### src/rtl/i2cm_pkg.sv
// Shared types and constants for the I2C master controller.
`default_nettype none
package i2cm_pkg;

	typedef enum logic [2:0] {
		FUNC_TICK    = 3'd0,
		FUNC_PROBE   = 3'd1,
		FUNC_WRITE   = 3'd2,
		FUNC_REQUEST = 3'd3,
		FUNC_POP     = 3'd4,
		FUNC_STOP    = 3'd5
	} func_t;

	typedef enum logic [1:0] {
		STAT_NONE  = 2'd0,
		STAT_NACK  = 2'd1,
		STAT_SHORT = 2'd2
	} status_t;

	localparam logic CFG_TARGET_ADDRESS = 1'b0;
	localparam logic CFG_HALF_PERIOD    = 1'b1;

	localparam logic [15:0] HALF_PERIOD_RST = 16'd20;
	localparam logic [6:0]  TARGET_ADDR_RST = 7'd0;
	localparam logic [3:0]  BITS_PER_BYTE   = 4'd8;

	// ACK timeout is 20 half periods: hp*16 + hp*4
	localparam int unsigned ACK_SHIFT_HI = 4;
	localparam int unsigned ACK_SHIFT_LO = 2;
	localparam int unsigned ACK_W        = 21;

	typedef struct packed {
		logic       push;
		logic [7:0] push_data;
		logic       pop;
	} fifo_ctl_t;

endpackage
`default_nettype wire

### src/rtl/i2cm_rxfifo.sv
// Receive FIFO with registered read port for the I2C master controller.
`default_nettype none
module i2cm_rxfifo #(
	parameter int unsigned DEPTH = 16,
	parameter int unsigned LW    = 5
) (
	input  wire logic                 clk,
	input  wire logic                 arst_n,
	input  wire i2cm_pkg::fifo_ctl_t  ctl,
	output logic [7:0]                rd_data,
	output logic [LW-1:0]             count
);

	localparam int unsigned AW = (DEPTH > 1) ? $clog2(DEPTH) : 1;
	localparam logic [AW-1:0] LAST = AW'(DEPTH - 1);

	logic [7:0]    mem [DEPTH];
	logic [AW-1:0] head_q;
	logic [AW-1:0] tail_q;
	logic [LW-1:0] count_q;
	logic [7:0]    rd_q;
	logic          full;
	logic          empty;

	assign full  = (count_q == LW'(DEPTH));
	assign empty = (count_q == '0);

	always_ff @(posedge clk or negedge arst_n) begin
		if (!arst_n) begin
			head_q  <= '0;
			tail_q  <= '0;
			count_q <= '0;
		end else begin
			if (ctl.push && !full) begin
				tail_q  <= (tail_q == LAST) ? '0 : tail_q + AW'(1);
				count_q <= count_q + LW'(1);
			end else if (ctl.pop && !empty) begin
				head_q  <= (head_q == LAST) ? '0 : head_q + AW'(1);
				count_q <= count_q - LW'(1);
			end
		end
	end

	always_ff @(posedge clk) begin
		if (ctl.push && !full) begin
			mem[tail_q] <= ctl.push_data;
		end
		if (ctl.pop && !empty) begin
			rd_q <= mem[head_q];
		end
	end

	assign rd_data = rd_q;
	assign count   = count_q;

endmodule
`default_nettype wire

### src/rtl/i2c_master_controller.sv
// Top level: seven-bit-address I2C master bus engine, one tick per request.
// A request's result sits in the output register the cycle after the request is accepted.
// Throughput: one request per cycle while the result is not stalled (s_tready = !m_valid_q || m_tready);
// the engine state and result register update together. Pop data comes from the receive FIFO's registered read
// port, loaded with the result. Reset (arst_n low, asynchronous): engine idle, bus closed, FIFO empty,
// target_address 0, half_period 20. FIFO contents are not cleared.
`default_nettype none
module i2c_master_controller #(
	parameter int unsigned RX_DEPTH = 16
) (
	input  wire logic         clk,
	input  wire logic         arst_n,
	input  wire logic         s_tvalid,
	output logic              s_tready,
	input  wire logic [15:0]  s_tdata,   // cmd_data[7:0], sda_in[8], zero fill
	input  wire logic [2:0]   s_tuser,   // func[2:0]
	output logic              m_tvalid,
	input  wire logic         m_tready,
	// scl_out[0], sda_pull_low[1], busy_res[2], done_res[3], status[5:4],
	// pop_data[13:6], rx_level[13+LW:14], bus_open[14+LW], zero fill
	output logic [((15 + $clog2(RX_DEPTH + 1) + 7) / 8) * 8 - 1:0] m_tdata,
	input  wire logic         cfg_valid,
	output logic              cfg_ready,
	input  wire logic         cfg_index,
	input  wire logic [15:0]  cfg_data
);

	localparam int unsigned LW    = $clog2(RX_DEPTH + 1);
	localparam int unsigned OUT_W = ((15 + LW + 7) / 8) * 8;
	localparam int unsigned SUM_W = ((LW > 8) ? LW : 8) + 1;
	localparam int unsigned AW_W  = i2cm_pkg::ACK_W;

	typedef enum logic [4:0] {
		PH_IDLE, PH_START_A, PH_START_B, PH_START_C,
		PH_WBIT_SET, PH_WBIT_HI, PH_WBIT_LO,
		PH_ACK_SET, PH_ACK_WAIT, PH_ACK_LO,
		PH_RBIT_HI, PH_RBIT_LO,
		PH_MACK_SET, PH_MACK_HI, PH_MACK_LO,
		PH_STOP_A, PH_STOP_B, PH_STOP_C
	} phase_t;

	// configuration
	logic [6:0]  target_address_q;
	logic [15:0] half_period_q;

	// engine state
	phase_t            phase_q;
	logic [15:0]       delay_q;
	logic [3:0]        bit_idx_q;
	logic [7:0]        shift_q;
	logic [AW_W-1:0]   ack_wait_q;
	logic [7:0]        bytes_left_q;
	logic              start_done_q;
	logic [7:0]        pending_q;
	i2cm_pkg::func_t   cur_op_q;
	logic              addr_stage_q;
	logic              mack_q;
	logic              nack_q;

	// result register
	logic              m_valid_q;
	logic              scl_q;
	logic              pull_q;
	logic              busy_q;
	logic              done_q;
	i2cm_pkg::status_t status_q;
	logic              popped_q;

	// next values
	phase_t            ph;
	logic [15:0]       dly;
	logic [3:0]        bi;
	logic [7:0]        sh;
	logic [AW_W-1:0]   aw;
	logic [7:0]        bl;
	logic              sd;
	logic [7:0]        pend;
	i2cm_pkg::func_t   op;
	logic              as_n;
	logic              mk;
	logic              rc;
	logic              scl;
	logic              pull;
	logic              done;
	i2cm_pkg::status_t stat;
	logic              run_eng;
	logic              begin_cmd;
	i2cm_pkg::fifo_ctl_t fctl;

	logic [15:0]       hp;
	logic [AW_W-1:0]   ack_limit;
	logic [16:0]       dly_inc;
	logic [AW_W-1:0]   aw_inc;
	logic [SUM_W-1:0]  need;
	logic              shortage;
	logic              accept;
	phase_t            ph_seg;

	logic [2:0]        func;
	logic [7:0]        cmd_data;
	logic              sda_in;
	logic [7:0]        rd_data;
	logic [LW-1:0]     rx_count;
	i2cm_pkg::fifo_ctl_t fctl_acc;

	assign func     = s_tuser;
	assign cmd_data = s_tdata[7:0];
	assign sda_in   = s_tdata[8];

	assign s_tready  = !m_valid_q || m_tready;
	assign accept    = s_tvalid && s_tready;
	assign cfg_ready = 1'b1;

	assign hp        = (half_period_q == '0) ? 16'd1 : half_period_q;
	assign ack_limit = (AW_W'(hp) << i2cm_pkg::ACK_SHIFT_HI)
		+ (AW_W'(hp) << i2cm_pkg::ACK_SHIFT_LO);
	assign need      = SUM_W'(rx_count) + SUM_W'(cmd_data);
	assign shortage  = (need > SUM_W'(RX_DEPTH));

	always_comb begin
		ph        = phase_q;
		dly       = delay_q;
		bi        = bit_idx_q;
		sh        = shift_q;
		aw        = ack_wait_q;
		bl        = bytes_left_q;
		sd        = start_done_q;
		pend      = pending_q;
		op        = cur_op_q;
		as_n      = addr_stage_q;
		mk        = mack_q;
		rc        = nack_q;
		scl       = 1'b0;
		pull      = 1'b0;
		done      = 1'b0;
		stat      = i2cm_pkg::STAT_NONE;
		run_eng   = 1'b0;
		begin_cmd = 1'b0;
		fctl      = '0;
		dly_inc   = '0;
		aw_inc    = '0;
		ph_seg    = PH_IDLE;

		if (phase_q == PH_IDLE) begin
			scl = !start_done_q;
			case (func)
				i2cm_pkg::FUNC_POP: begin
					fctl.pop = (rx_count != '0);
					done     = 1'b1;
				end
				i2cm_pkg::FUNC_REQUEST: begin
					if (shortage) begin
						done = 1'b1;
						stat = i2cm_pkg::STAT_SHORT;
					end else begin
						begin_cmd = 1'b1;
					end
				end
				i2cm_pkg::FUNC_PROBE, i2cm_pkg::FUNC_WRITE, i2cm_pkg::FUNC_STOP: begin
					begin_cmd = 1'b1;
				end
				default: begin
				end
			endcase
			if (begin_cmd) begin
				op      = i2cm_pkg::func_t'(func);
				rc      = 1'b0;
				as_n    = 1'b0;
				dly     = '0;
				aw      = '0;
				run_eng = 1'b1;
				if (func == i2cm_pkg::FUNC_STOP) begin
					ph = PH_STOP_A;
				end else if (func == i2cm_pkg::FUNC_WRITE && start_done_q) begin
					pend = cmd_data;
					sh   = cmd_data;
					bi   = i2cm_pkg::BITS_PER_BYTE;
					ph   = PH_WBIT_SET;
				end else begin
					pend = cmd_data;
					bl   = cmd_data;
					ph   = PH_START_A;
				end
			end
		end else begin
			run_eng = 1'b1;
		end

		if (run_eng) begin
			ph_seg = ph;
			unique case (ph)
				PH_START_A, PH_ACK_WAIT, PH_RBIT_HI, PH_STOP_C: begin
					scl = 1'b1; pull = 1'b0;
				end
				PH_START_B, PH_STOP_B: begin
					scl = 1'b1; pull = 1'b1;
				end
				PH_START_C, PH_STOP_A: begin
					scl = 1'b0; pull = 1'b1;
				end
				PH_WBIT_SET, PH_WBIT_LO: begin
					scl = 1'b0; pull = !sh[7];
				end
				PH_WBIT_HI: begin
					scl = 1'b1; pull = !sh[7];
				end
				PH_MACK_SET, PH_MACK_LO: begin
					scl = 1'b0; pull = mk;
				end
				PH_MACK_HI: begin
					scl = 1'b1; pull = mk;
				end
				default: begin
					scl = 1'b0; pull = 1'b0;
				end
			endcase

			if (ph == PH_ACK_WAIT) begin
				if (!sda_in) begin
					ph = PH_ACK_LO;
				end else begin
					aw_inc = aw + AW_W'(1);
					aw     = aw_inc;
					if (aw_inc >= ack_limit) begin
						rc = 1'b1;
						ph = PH_ACK_LO;
					end
				end
			end else begin
				dly_inc = {1'b0, dly} + 17'd1;
				dly     = dly_inc[15:0];
				if (dly_inc >= {1'b0, hp}) begin
					unique case (ph)
						PH_START_A: ph = PH_START_B;
						PH_START_B: ph = PH_START_C;
						PH_START_C: begin
							sd   = 1'b1;
							as_n = 1'b1;
							sh   = {target_address_q, (op == i2cm_pkg::FUNC_REQUEST)};
							bi   = i2cm_pkg::BITS_PER_BYTE;
							ph   = PH_WBIT_SET;
						end
						PH_WBIT_SET: ph = PH_WBIT_HI;
						PH_WBIT_HI:  ph = PH_WBIT_LO;
						PH_WBIT_LO: begin
							sh = {sh[6:0], 1'b0};
							bi = (bi != '0) ? bi - 4'd1 : 4'd0;
							ph = (bi != '0) ? PH_WBIT_SET : PH_ACK_SET;
						end
						PH_ACK_SET: ph = PH_ACK_WAIT;
						PH_ACK_LO: begin
							if (rc || op == i2cm_pkg::FUNC_PROBE) begin
								ph = PH_STOP_A;
							end else if (op == i2cm_pkg::FUNC_WRITE) begin
								if (as_n) begin
									as_n = 1'b0;
									sh   = pend;
									bi   = i2cm_pkg::BITS_PER_BYTE;
									ph   = PH_WBIT_SET;
								end else begin
									ph   = PH_IDLE;
									done = 1'b1;
								end
							end else if (op == i2cm_pkg::FUNC_REQUEST && bl != '0) begin
								as_n = 1'b0;
								sh   = '0;
								bi   = i2cm_pkg::BITS_PER_BYTE;
								ph   = PH_RBIT_HI;
							end else begin
								ph = PH_STOP_A;
							end
						end
						PH_RBIT_HI: begin
							sh = {sh[6:0], sda_in};
							ph = PH_RBIT_LO;
						end
						PH_RBIT_LO: begin
							bi = (bi != '0) ? bi - 4'd1 : 4'd0;
							if (bi != '0) begin
								ph = PH_RBIT_HI;
							end else begin
								fctl.push      = 1'b1;
								fctl.push_data = sh;
								bl = (bl != '0) ? bl - 8'd1 : 8'd0;
								mk = (bl != '0);
								ph = PH_MACK_SET;
							end
						end
						PH_MACK_SET: ph = PH_MACK_HI;
						PH_MACK_HI:  ph = PH_MACK_LO;
						PH_MACK_LO: begin
							if (bl != '0) begin
								sh = '0;
								bi = i2cm_pkg::BITS_PER_BYTE;
								ph = PH_RBIT_HI;
							end else begin
								ph = PH_STOP_A;
							end
						end
						PH_STOP_A: ph = PH_STOP_B;
						PH_STOP_B: ph = PH_STOP_C;
						PH_STOP_C: begin
							sd   = 1'b0;
							ph   = PH_IDLE;
							done = 1'b1;
						end
						default: ph = PH_IDLE;
					endcase
				end
			end

			// any segment change restarts the delay and ACK timers
			if (ph != ph_seg) begin
				dly = '0;
				aw  = '0;
			end
			if (done) begin
				stat = rc ? i2cm_pkg::STAT_NACK : i2cm_pkg::STAT_NONE;
			end
		end
	end

	always_comb begin
		fctl_acc      = fctl;
		fctl_acc.push = fctl.push && accept;
		fctl_acc.pop  = fctl.pop && accept;
	end

	i2cm_rxfifo #(
		.DEPTH (RX_DEPTH),
		.LW    (LW)
	) u_rxfifo (
		.clk     (clk),
		.arst_n  (arst_n),
		.ctl     (fctl_acc),
		.rd_data (rd_data),
		.count   (rx_count)
	);

	always_ff @(posedge clk or negedge arst_n) begin
		if (!arst_n) begin
			target_address_q <= i2cm_pkg::TARGET_ADDR_RST;
			half_period_q    <= i2cm_pkg::HALF_PERIOD_RST;
		end else if (cfg_valid && cfg_ready) begin
			unique case (cfg_index)
				i2cm_pkg::CFG_TARGET_ADDRESS: target_address_q <= cfg_data[6:0];
				i2cm_pkg::CFG_HALF_PERIOD:    half_period_q    <= cfg_data;
				default: begin
				end
			endcase
		end
	end

	always_ff @(posedge clk or negedge arst_n) begin
		if (!arst_n) begin
			phase_q      <= PH_IDLE;
			delay_q      <= '0;
			bit_idx_q    <= '0;
			shift_q      <= '0;
			ack_wait_q   <= '0;
			bytes_left_q <= '0;
			start_done_q <= 1'b0;
			pending_q    <= '0;
			cur_op_q     <= i2cm_pkg::FUNC_TICK;
			addr_stage_q <= 1'b0;
			mack_q       <= 1'b0;
			nack_q       <= 1'b0;
			m_valid_q    <= 1'b0;
			scl_q        <= 1'b0;
			pull_q       <= 1'b0;
			busy_q       <= 1'b0;
			done_q       <= 1'b0;
			status_q     <= i2cm_pkg::STAT_NONE;
			popped_q     <= 1'b0;
		end else if (accept) begin
			phase_q      <= ph;
			delay_q      <= dly;
			bit_idx_q    <= bi;
			shift_q      <= sh;
			ack_wait_q   <= aw;
			bytes_left_q <= bl;
			start_done_q <= sd;
			pending_q    <= pend;
			cur_op_q     <= op;
			addr_stage_q <= as_n;
			mack_q       <= mk;
			nack_q       <= rc;
			m_valid_q    <= 1'b1;
			scl_q        <= scl;
			pull_q       <= pull;
			busy_q       <= (ph != PH_IDLE);
			done_q       <= done;
			status_q     <= stat;
			popped_q     <= fctl.pop;
		end else if (m_tready) begin
			m_valid_q <= 1'b0;
		end
	end

	assign m_tvalid = m_valid_q;
	assign m_tdata  = OUT_W'({start_done_q, rx_count, (popped_q ? rd_data : 8'd0),
		status_q, done_q, busy_q, pull_q, scl_q});

	// a result that reports an ACK failure or shortage always completes a command
	a_status_done: assert property (@(posedge clk) disable iff (!arst_n)
		m_valid_q && status_q != i2cm_pkg::STAT_NONE |-> done_q)
		else $error("status set without done");

	// bytes are received only while busy, popped only while idle
	a_push_pop: assert property (@(posedge clk) disable iff (!arst_n)
		!(fctl.push && fctl.pop))
		else $error("FIFO push and pop in one tick");

	a_level: assert property (@(posedge clk) disable iff (!arst_n)
		rx_count <= LW'(RX_DEPTH))
		else $error("receive level above depth");

	// a pop result never comes from a busy engine
	a_pop_idle: assert property (@(posedge clk) disable iff (!arst_n)
		accept && fctl.pop |=> !busy_q && done_q)
		else $error("pop result while busy");

endmodule
`default_nettype wire

### config.mk
export PLATFORM = sky130hd
export DESIGN_NAME = i2c_master_controller
export DESIGN_NICKNAME = d
export VERILOG_FILES = /design/src/rtl/i2cm_pkg.sv /design/src/rtl/i2cm_rxfifo.sv /design/src/rtl/i2c_master_controller.sv
export SDC_FILE = /design/constraint.sdc
export NUM_CORES = 1
export LEC_CHECK = 0
export BUFFER_PORTS_ARGS = -buffer_cell sky130_fd_sc_hd__buf_4
export CORE_MARGIN = 2
export CORE_UTILIZATION = 37
export DETAILED_ROUTE_END_ITERATION = 10
export GPL_TIMING_DRIVEN = 0
export PLACE_DENSITY = 0.55
export SKIP_LAST_GASP = 1
export SLEW_MARGIN = 10
export SYNTH_ARGS = -nofsm -noshare
export SYNTH_HDL_FRONTEND = slang
export SYNTH_SLANG_ARGS = --single-unit
### constraint.sdc
create_clock -name clk -period 18.4 [get_ports clk]
set_clock_uncertainty 0.05 [all_clocks]
set_input_delay 2.76 -clock clk [delete_from_list [all_inputs] [get_ports clk]]
set_output_delay 2.76 -clock clk [all_outputs]
set_load 0.005 [all_outputs]
==> run summary, run 1 <==
Post-Syn Instances: 1423
Avg Vias per Cell: 5.615
Most frequent cells in the layout: edfxtp_1 (136), nand2_1 (129), dfrtp_1 (119)
Pwr dens: 96.54 nW/µm²
Gp weighted congestion: 0.9414
Resized cells post-CTS: 0
Slowest-stage cell, CP: nor3_1
Yosys warns: 0
Core area: 39820 µm²
I/O pin total: 68
Crit path required time: 18.55 ns
Sequential fraction of design power: 0.402
Fin crit period: 11.14 ns
Commonest non-fill, non-tap cell in the layout: edfxtp_1
Fmax: 0.08976 GHz
Vias: 11610
First-pass GRT wire length: 67650 µm
Final hold vios: 0
Clk Latency, worst-skew pair: 0.60 ns
CTS buffer count: 31
RSZ-0062 raised after global routing: no
DRC violations left: 0
Post-synth EDFFs: 136
Number of global-route vias before repair: 11340
Mapped cell area: 14960 µm²
Die span in y: 205.1 µm
Clock tree buffer depth: 3
Crit-path max cell delay: 1.00 ns
Final WL: 43410 µm
Yosys cell types: 90
TritonCTS clock tree: built
Yosys reg bits: 257
Worst R2R Start: u_rxfifo.count[0]$_DFFE_PN0P_
Largest net degree at the start of global routing: 68
Fin. max-slew vios: 0
Final worst-path cycle share: 0.6055
# fillers: 3853
CP Launch Type: input port
Initial DRC Count: 749
WS Path Type: in -> reg
Hold Startpoint: bytes_left_q[0]$_DFFE_PN0P_
Gr usage total: 0.2087
FP Rows: 73
Predominant post-synthesis flop cell: edfxtp_1
Yosys top cell by area: edfxtp_1
Max Cap Violations: 0
Pint: 1133 µW
Synthesis-to-layout area growth: 14.59%
Setup crit start: s_tdata[0]
Slew headroom: 0.1566
Antenna violations before repair: 0
Slew @ Worst Pin: 1.260 ns
Top cells by area, synth: edfxtp_1 (27%), dfrtp_1 (20%), ha_1 (5.4%), mux2_2 (3.3%), nand2_1 (3.2%)
Cts hold-fix bufs: 0
LEAKAGE: 0.006976 µW
Overflow after GRT: 0
Comb pwr share: 0.238
Status: complete, no violations
Post-synth ARST share: 0.4708
Starting Density: 0.3757
Setup TNS: 0 ns
Final net count: 1629
Clk pwr share: 0.361
Internal reg-to-reg setup slack: 9.06 ns
First drt pass iteration count: 5
# H-tree levels: 1
Post-synthesis sequential area ratio: 0.4755
Full die area: 42070 µm²
WP data arrival: 11.29 ns
N_diodes: 0
Final ANT Viol Nets: 0
Sink Count: 257
Synth top area share: 0.2729
CP max FO: 10
Worst Hold Class: reg -> reg
Port bufs: 55
CP Capture Type: flop
Setup bufs post-CTS: 0
Routed len/inst: 20.99 µm
Overall power: 1655 µW
Avg Cell Area, Syn: 10.52 µm²
Clk pin slew, worst setup/hold paths: 0.06 ns
Layout cells sized above 1: 0.1504
Setup violations, final: 0
Worst vdd ir: 0.06812 mV
Net Sw Frac: 0.3157
Final HPWL DP: 31550 µm
Clock Root Buffer: clkbuf_16
Net switching power: 522.6 µW
Die width: 205.1 µm
==> area by class of cell <==
cell class | instances | area, µm² | area share
buffer | 89 | 411.6 | 0.02401
multi-input combinational | 1034 | 7335 | 0.4278
sequential | 257 | 7114 | 0.4149
clock buffer | 42 | 837.1 | 0.04882
inverter | 46 | 172.7 | 0.01007
clock inverter | 14 | 137.6 | 0.008027
timing repair buffer | 61 | 481.7 | 0.02809
tap | 525 | 656.9 | 0.03831
==> path summary, 6_finish.rpt <==
check,endpoint,depth (start not counted)
hold / removal,bytes_left_q[0]$_DFFE_PN0P_,2
hold reg to reg,bytes_left_q[0]$_DFFE_PN0P_,2
max in group asynchronous,shift_q[2]$_DFFE_PN0P_,2
min in group asynchronous,ack_wait_q[20]$_DFFE_PN0P_,1
setup reg to reg,u_rxfifo.mem[7][5]$_DFFE_PP_,30
setup / recovery,u_rxfifo.mem[7][5]$_DFFE_PP_,31
==> stage by stage <==
step | setup WS, ns | std cells | hold WS (ns) | utilization | area, µm²
6_report | 7.259 | 2068 | 0.4308 | 0.4306 | 17150
5_1_grt | 6.661 | 2068 | 0.4529 | 0.4306 | 17150
4_1_cts | 7.356 | 2068 | 0.4372 | 0.4299 | 17120
3_5_place_dp | 6.753 | 2012 | 0.4224 | 0.4054 | 16140
3_3_place_gp | 6.068 | 2006 | 0.4075 | 0.4029 | 16040
2_1_floorplan | 8.846 | 1426 | 0.3880 | - | 14970
==> power groups by stage <==
stage          Sequential [µW]  Combinational [µW]  Clock (µW)
2_1_floorplan              663                 283           0
3_3_place_gp               675                 386           0
3_5_place_dp               675                 388           0
4_1_cts                    664                 390         609
5_1_grt                    668                 438         634
6_report                   665                 393         597
==> registers in the layout, indices dropped and copies added (netlist names), 2 cells and up <==
signal            flops
ack_wait_q           21
bit_idx_q             4
bytes_left_q          8
cur_op_q              3
delay_q              16
half_period_q        16
pending_q             8
phase_q               5
shift_q               8
status_q              2
target_address_q      7
u_rxfifo.count        5
u_rxfifo.head_q       4
u_rxfifo.mem        128
u_rxfifo.rd_data      8
u_rxfifo.tail_q       4
==> metal layers <==
metal	global-route usage	up-vias	part of all wire
met3	0.03054	63	0.060
li1	-	5498	-
met2	0.3236	361	0.45
met4	0.06166	0	0.024
met1	0.3019	5690	0.47
met5	0	-	0
==> kinds of logic (layout without fill, tap and decap cells) <==
logic type | Yosys count | count (layout) | share of synthesized area
buf+inv | 135 | 252 | 0.03905
mux | 107 | 107 | 0.08872
simple gates | 448 | 448 | 0.1480
fa+ha+maj | 68 | 68 | 0.05837
xor+xnor | 51 | 51 | 0.02985
flops | 257 | 257 | 0.4755
compound gates | 355 | 355 | 0.1600
other cells | 2 | 5 | 0.0005019
==> Yosys cell counts, drive strengths merged (4+ instances only) <==
cell type / n
nor3: 44
a22oi: 25
o31ai: 5
ha: 65
o21ai: 102
nand4: 19
a21o: 20
a31oi: 14
a22o: 30
o2bb2ai: 12
and3: 12
nor4: 22
o21bai: 5
nand2: 129
and2: 24
nor2b: 10
o211ai: 11
xor2: 23
edfxtp: 136
or3: 9
mux4: 16
buf: 34
and4: 4
mux2: 45
a211oi: 8
nor3b: 6
a221oi: 11
dfrtp: 119
mux2i: 46
o22ai: 5
clkbuf: 55
xnor2: 28
a211o: 4
inv: 45
nand2b: 9
nor2: 111
a21oi: 68
nand3: 39
o21a: 5
==> critical path, delay by kind of cell <==
family	cells	cell delay, ns
buffers and inverters	5	1.52
xor gates and xnor gates	1	0.15
and+or+nand+nor	17	4.89
adders and majority gates	4	1.13
AOI/OAI and AO/OA	4	0.80
Power figures use the tool's default switching activity.
==> inputs of run 2 (changes only) <==
ABC_AREA = 1   (was default)
PLACE_DENSITY = 0.56   (was 0.55)
clock period = 9.28 ns   (was 18.4 ns; I/O delays follow)
==> run summary, run 2 <==
Crit path buffers/inverters: 11 (was 5)
Xor and xnor area share after synthesis: 0.02407 (was 0.02985)
Crit-path max cell delay: 0.96 ns (was 1.00 ns)
Clock tree buffer depth: 3 (unchanged)
Main combinational cell family by area after synthesis: simple AND/OR/NAND/NOR gates (was compound AO/OA/AOI/OAI gates)
Yosys top cell by area: edfxtp_1 (unchanged)
Synthesis-to-layout area growth: 14.42% (was 14.59%)
Setup TNS: 0 ns (unchanged)
Slew headroom: 0.2315 (was 0.1566)
Avg Vias per Cell: 5.159 (was 5.615)
Predominant post-synthesis flop cell: edfxtp_1 (unchanged)
Core area: 42890 µm² (was 39820 µm²)
CP Launch Type: input port (unchanged)
Cts hold-fix bufs: 0 (unchanged)
Die width: 212 µm (was 205.1 µm)
First-pass GRT wire length: 73970 µm (was 67650 µm)
Synth Area in Compound Gates: 0.1343 (was 0.1600)
Largest register FFs: 128 (unchanged)
Placed insts: 2611 (was 2012)
Antenna violations before repair: 0 (unchanged)
Setup violations, final: 0 (unchanged)
Yosys warns: 0 (unchanged)
Setup bufs post-CTS: 0 (unchanged)
Final HPWL DP: 34790 µm (was 31550 µm)
# H-tree levels: 1 (unchanged)
Full die area: 44940 µm² (was 42070 µm²)
Status: complete, no violations (unchanged)
Gp weighted congestion: 0.9163 (was 0.9414)
Hold Startpoint: ack_wait_q[18]$_DFFE_PN0P_ (was bytes_left_q[0]$_DFFE_PN0P_)
First drt pass iteration count: 6 (was 5)
Slew @ Worst Pin: 1.149 ns (was 1.260 ns)
Synth top area share: 0.2551 (was 0.2729)
Gr usage total: 0.2114 (was 0.2087)
Final hold vios: 0 (unchanged)
Fin area: 18320 µm² (was 17150 µm²)
DRC violations left: 0 (unchanged)
Fin. max-slew vios: 0 (unchanged)
LEAKAGE: 0.008311 µW (was 0.006976 µW)
Synth Area in Simple Gates: 0.2593 (was 0.1480)
Placed inst area: 17200 µm² (was 16140 µm²)
Starting Density: 0.3733 (was 0.3757)
Top cell by count, worst path: nand2_1
Top cells by area, synth: edfxtp_1 (26%), dfrtp_1 (19%), nand2_1 (11%), o21ai_0 (5.1%), ha_1 (5.1%) (was edfxtp_1 (27%), dfrtp_1 (20%), ha_1 (5.4%), mux2_2 (3.3%), nand2_1 (3.2%))
Yosys reg bits: 257 (unchanged)
Fmax: 0.1246 GHz
Avg Cell Area, Syn: 8.138 µm² (was 10.52 µm²)
Top Registers: u_rxfifo.mem (128), ack_wait_q (21) (unchanged)
Post-Syn Instances: 1967 (was 1423)
Top reg by flops: u_rxfifo.mem (unchanged)
Overflow after GRT: 0 (unchanged)
FP Rows: 76 (was 73)
Multi-input gate area: 7621 µm² (was 7335 µm²)
N_diodes: 0 (unchanged)
Adder-Cell Fraction of Synth Area: 0.05456 (was 0.05837)
Port bufs: 55 (unchanged)
Most frequent cells in the layout: nand2_1 (481), inv_1 (201), nor2_1 (191) (was edfxtp_1 (136), nand2_1 (129), dfrtp_1 (119))
Cell with the most instances after synthesis: nand2_1 (was edfxtp_1)
WS Path Type: in -> reg (unchanged)
Synth top cells by count: nand2_1 (481), inv_1 (201), nor2_1 (196) (was edfxtp_1 (136), nand2_1 (129), dfrtp_1 (119))
Clk Latency, worst-skew pair: 0.59 ns (was 0.60 ns)
Multiplexer share of the synthesized area: 0.001876 (was 0.08872)
Clock Root Buffer: clkbuf_16 (unchanged)
Final worst-path cycle share: 0.8646
Fin crit period: 8.024 ns
Layout cells sized above 1: 0.1181 (was 0.1504)
Routed len/inst: 17.69 µm (was 20.99 µm)
CP max FO: 16 (was 10)
RSZ-0062 raised after global routing: no (unchanged)
Number of global-route vias before repair: 13340 (was 11340)
R2r worst-path depth: 38 (was 30)
# fillers: 4276 (was 3853)
Internal reg-to-reg setup slack: 1.70 ns (was 9.06 ns)
Final ANT Viol Nets: 0 (unchanged)
Post-synth EDFFs: 136 (unchanged)
Post-synthesis sequential area ratio: 0.4444 (was 0.4755)
Resized cells post-CTS: 0 (unchanged)
Yosys cell types: 69 (was 90)
Setup ws final: 1.256 ns (was 7.259 ns)
Largest net degree at the start of global routing: 63 (was 68)
Initial DRC Count: 1000 (was 749)
Vias: 13760 (was 11610)
Sink Count: 257 (unchanged)
Max Cap Violations: 0 (unchanged)
Register Area: 7114 µm² (unchanged)
Clk pin slew, worst setup/hold paths: 0.06 ns (about the same)
Die span in y: 212 µm (was 205.1 µm)
Crit path required time: 9.45 ns (was 18.55 ns)
TritonCTS clock tree: built (unchanged)
CTS buffer count: 31 (unchanged)
I/O pin total: 68 (unchanged)
Pwr dens: 270.9 nW/µm² (was 96.54 nW/µm²)
Worst vdd ir: 0.1487 mV (was 0.06812 mV)
Final net count: 2168 (was 1629)
Reg-to-Reg End: u_rxfifo.mem[8][1]$_DFFE_PP_ (was u_rxfifo.mem[7][5]$_DFFE_PP_)
Critical path's top delay family: simple AND/OR/NAND/NOR gates (unchanged)
Mapped cell area: 16010 µm² (was 14960 µm²)
Hold Path Depth: 2 (unchanged)
Dpl ws: 0.5558 ns (was 6.753 ns)
Slowest-stage cell, CP: nor2_1 (was nor3_1)
Final WL: 47190 µm (was 43410 µm)
WHS: 0.4272 ns (was 0.4308 ns)
Worst Hold Class: reg -> reg (unchanged)
Commonest non-fill, non-tap cell in the layout: nand2_1 (was edfxtp_1)
Post-synth ARST share: 0.4708 (unchanged)
CP Capture Type: flop (unchanged)
Fin cells: 2668 (was 2068)
Worst R2R Start: u_rxfifo.count[0]$_DFFE_PN0P_ (unchanged)
WP data arrival: 8.19 ns (was 11.29 ns)
Hold endpoint: ack_wait_q[18]$_DFFE_PN0P_ (was bytes_left_q[0]$_DFFE_PN0P_)
run 2: cell types whose count changed after synthesis, sizes merged, moves of 45 or more:
cell   before  now
nand3      39   84
nor2      111  214
o21ai     102  188
nand2     129  503
inv        45  221
mux2       45    0
run 2: cell families after synthesis:
group,Yosys count
simple gates,905
compound gates,369
buf+inv,319
flops,257
fa+ha+maj,68
xor+xnor,44
mux,3
other cells,2
run 2: metrics by stage:
stage          utilization  power (µW)
2_1_floorplan            -        3043
3_3_place_gp        0.4002        3620
3_5_place_dp        0.4011        3654
4_1_cts             0.4270        4975
5_1_grt             0.4271        5322
6_report            0.4271        4961
run 2: how the worst max path moves through the flow:
stage,cells past startpoint,start,endpoint
after floorplan,44,s_tdata[0],u_rxfifo.count[4]$_DFFE_PN0P_
after global placement,39,s_tdata[0],u_rxfifo.mem[11][7]$_DFFE_PP_
after detailed placement,39,s_tdata[0],u_rxfifo.mem[10][6]$_DFFE_PP_
after CTS,39,s_tdata[0],u_rxfifo.mem[4][6]$_DFFE_PP_
after global routing,39,s_tdata[0],u_rxfifo.mem[8][4]$_DFFE_PP_
final,39,s_tdata[0],u_rxfifo.mem[8][1]$_DFFE_PP_
run 2: area by class of cell:
class                           count  share of cell area
Sequential cell                   257              0.3884
Buffer                             96             0.02493
Multi-Input combinational cell   1394              0.4161
Clock buffer                       39             0.04782
Tap cell                          585             0.03996
Timing Repair Buffer               56             0.02425
Clock inverter                     18             0.01271
Inverter                          223             0.04584
run 2: where the power goes:
group          switching (µW)  internal (µW)
sequential                127           1360
clock                     521            785
combinational            1460            710
total                    2110           2850
run 2: routing by layer:
metal / GRT usage / share of wire / vias up
met1: 0.2858 / 0.45 / 6575
met2: 0.3541 / 0.47 / 343
met3: 0.02467 / 0.050 / 80
met4: 0.06702 / 0.028 / 0
met5: 0 / 0 / -
li1: - / - / 6765
run 2: worst register-to-register path, delay by kind of cell, from the launching register on:
kind,cells,cell delay [ns]
adder cells (fa/ha/maj),4,1.25
AND/OR/NAND/NOR,20,3.13
AO/OA/AOI/OAI,3,0.26
flip-flops,1,0.49
buffers and inverters,10,1.88
XOR/XNOR,1,0.13
==> inputs of run 3 (changes only) <==
PLACE_DENSITY = 0.54   (was 0.56)
SLEW_MARGIN = default   (was 10)
clock period = 9.8 ns   (was 9.28 ns; I/O delays follow)
==> run summary, run 3 (same netlist as run 2, synthesis figures left out) <==
Sequential fraction of design power: 0.300 (was 0.299)
Largest net degree at the start of global routing: 68 (was 63)
N_diodes: 0 (unchanged)
Clock Root Buffer: clkbuf_16 (unchanged)
Hold Startpoint: pending_q[3]$_DFFE_PN0P_ (was ack_wait_q[18]$_DFFE_PN0P_)
Cts hold-fix bufs: 0 (unchanged)
RSZ-0062 raised after global routing: no (unchanged)
WP data arrival: 8.31 ns (was 8.19 ns)
Worst vdd ir: 0.1374 mV (was 0.1487 mV)
Top cell by count, worst path: nand2_1 (unchanged)
Fin crit period: 8.171 ns
Gr usage total: 0.2139 (was 0.2114)
Status: complete, no violations (unchanged)
Sink Count: 257 (unchanged)
First drt pass iteration count: 5 (was 6)
Comb pwr share: 0.439 (was 0.438)
Final ANT Viol Nets: 0 (unchanged)
Vias: 13660 (was 13760)
Antenna violations before repair: 0 (unchanged)
Clk pin slew, worst setup/hold paths: 0.06 ns (about the same)
Setup violations, final: 0 (unchanged)
Fin. max-slew vios: 0 (unchanged)
Final Util: 0.4260 (was 0.4271)
Overall power: 4683 µW (was 4961 µW)
Resized cells post-CTS: 0 (unchanged)
Final worst-path cycle share: 0.8337
Routed len/inst: 17.82 µm (was 17.69 µm)
Final HPWL DP: 35200 µm (was 34790 µm)
Number of global-route vias before repair: 13310 (was 13340)
Most frequent cells in the layout: nand2_1 (481), inv_1 (201), nor2_1 (194) (was nand2_1 (481), inv_1 (201), nor2_1 (191))
WS Path Type: in -> reg (unchanged)
Clk pwr share: 0.260 (was 0.263)
Avg Vias per Cell: 5.126 (was 5.159)
Fmax: 0.1224 GHz
Port bufs: 55 (unchanged)
CP max FO: 16 (unchanged)
Initial DRC Count: 955 (was 1000)
# H-tree levels: 1 (unchanged)
DRC violations left: 0 (unchanged)
Slew @ Worst Pin: 1.318 ns (was 1.149 ns)
Clk Latency, worst-skew pair: 0.58 ns (was 0.59 ns)
Setup crit start: s_tdata[0] (unchanged)
Setup bufs post-CTS: 0 (unchanged)
Full die area: 44940 µm² (unchanged)
Die span in y: 212 µm (unchanged)
FP Rows: 76 (unchanged)
Starting Density: 0.3733 (unchanged)
Synthesis-to-layout area growth: 14.13% (was 14.42%)
Worst R2R Start: u_rxfifo.count[0]$_DFFE_PN0P_ (unchanged)
Final WL: 47480 µm (was 47190 µm)
Layout cells sized above 1: 0.1120 (was 0.1181)
Pint: 2711 µW (was 2851 µW)
I/O pin total: 68 (unchanged)
Setup TNS: 0 ns (unchanged)
LEAKAGE: 0.008286 µW (was 0.008311 µW)
Top Registers: u_rxfifo.mem (128), ack_wait_q (21) (unchanged)
Core area: 42890 µm² (unchanged)
CTS buffer count: 29 (was 31)
Crit path required time: 9.94 ns (was 9.45 ns)
Net Sw Frac: 0.4211 (was 0.4253)
CP Launch Type: input port (unchanged)
Final hold vios: 0 (unchanged)
Net switching power: 1972 µW (was 2110 µW)
Top reg by flops: u_rxfifo.mem (unchanged)
Dpl ws: 1.058 ns (was 0.5558 ns)
Die width: 212 µm (unchanged)
CP Capture Type: flop (unchanged)
Worst Hold Class: reg -> reg (unchanged)
Slew headroom: 0.1183 (was 0.2315)
Setup ws final: 1.629 ns (was 1.256 ns)
First-pass GRT wire length: 74660 µm (was 73970 µm)
Gp weighted congestion: 0.9572 (was 0.9163)
TritonCTS clock tree: built (unchanged)
Largest register FFs: 128 (unchanged)
Max Cap Violations: 0 (unchanged)
Slowest-stage cell, CP: nor2_1 (unchanged)
Crit-path max cell delay: 1.06 ns (was 0.96 ns)
Commonest non-fill, non-tap cell in the layout: nand2_1 (unchanged)
Pwr dens: 256.3 nW/µm² (was 270.9 nW/µm²)
Final net count: 2166 (was 2168)
Clock tree buffer depth: 3 (unchanged)
Overflow after GRT: 0 (unchanged)
==> run 3: cell count changes in the layout (fill, tap and decap cells not counted), sizes merged <==
| cell | change |
|---|---|
| bufinv | +3 |
| inv | -3 |
| clkinvlp | -2 |
| clkinv | -1 |
==> run 3: per-layer routing <==
metal  part of all wire  vias up  GRT usage
met5                  0        -          0
met4              0.027        0    0.06532
met3              0.050       74    0.02452
met2               0.46      355     0.3549
met1               0.46     6470     0.2933
li1                   -     6763          -
==> run 3: final timing paths <==
path	end	slack, ns	cells past startpoint
worst max-delay path	u_rxfifo.mem[4][0]$_DFFE_PP_	1.63	39
worst max register to register	u_rxfifo.mem[4][0]$_DFFE_PP_	2.13	38
min in group asynchronous	delay_q[14]$_DFFE_PN0P_	0.83	1
worst min-delay path	pending_q[3]$_DFFE_PN0P_	0.43	2
max in group asynchronous	done_q$_DFFE_PN0P_	8.10	2
worst min register to register	pending_q[3]$_DFFE_PN0P_	0.43	2
==> run 3: cell type report <==
type                       instances  area, µm²
tap                              585      732.0
multi-input combinational       1394       7614
timing repair buffer              56      444.2
inverter                         223      839.6
clock buffer                      39      793.3
fill                            4299      24620
sequential                       257       7114
clock inverter                    15      276.5
buffer                            96      456.7
==> run 3: worst max-delay path, delay by kind of cell <==
family | cells | cell delay, ns
buffers and inverters | 11 | 1.99
adder cells (fa/ha/maj) | 4 | 1.23
AO/OA/AOI/OAI | 3 | 0.26
AND/OR/NAND/NOR | 20 | 3.17
XOR/XNOR | 1 | 0.13
==> run 3: power by group through the flow <==
stage	clock [µW]	sequential, µW	combinational, µW
5_1_grt	1290	1430	2320
3_5_place_dp	0	1420	2050
4_1_cts	1240	1400	2060
6_report	1220	1410	2060
2_1_floorplan	0	1390	1490
3_3_place_gp	0	1420	2020
==> run 3: per-stage QoR <==
stage / std cells / hold slack, ns / instance area [µm²]
floorplan: 1970 / 0.3937 / 16020
global placement: 2610 / 0.4113 / 17160
detailed placement: 2611 / 0.4179 / 17200
CTS: 2665 / 0.4337 / 18270
global route: 2665 / 0.4454 / 18270
finish: 2665 / 0.4317 / 18270
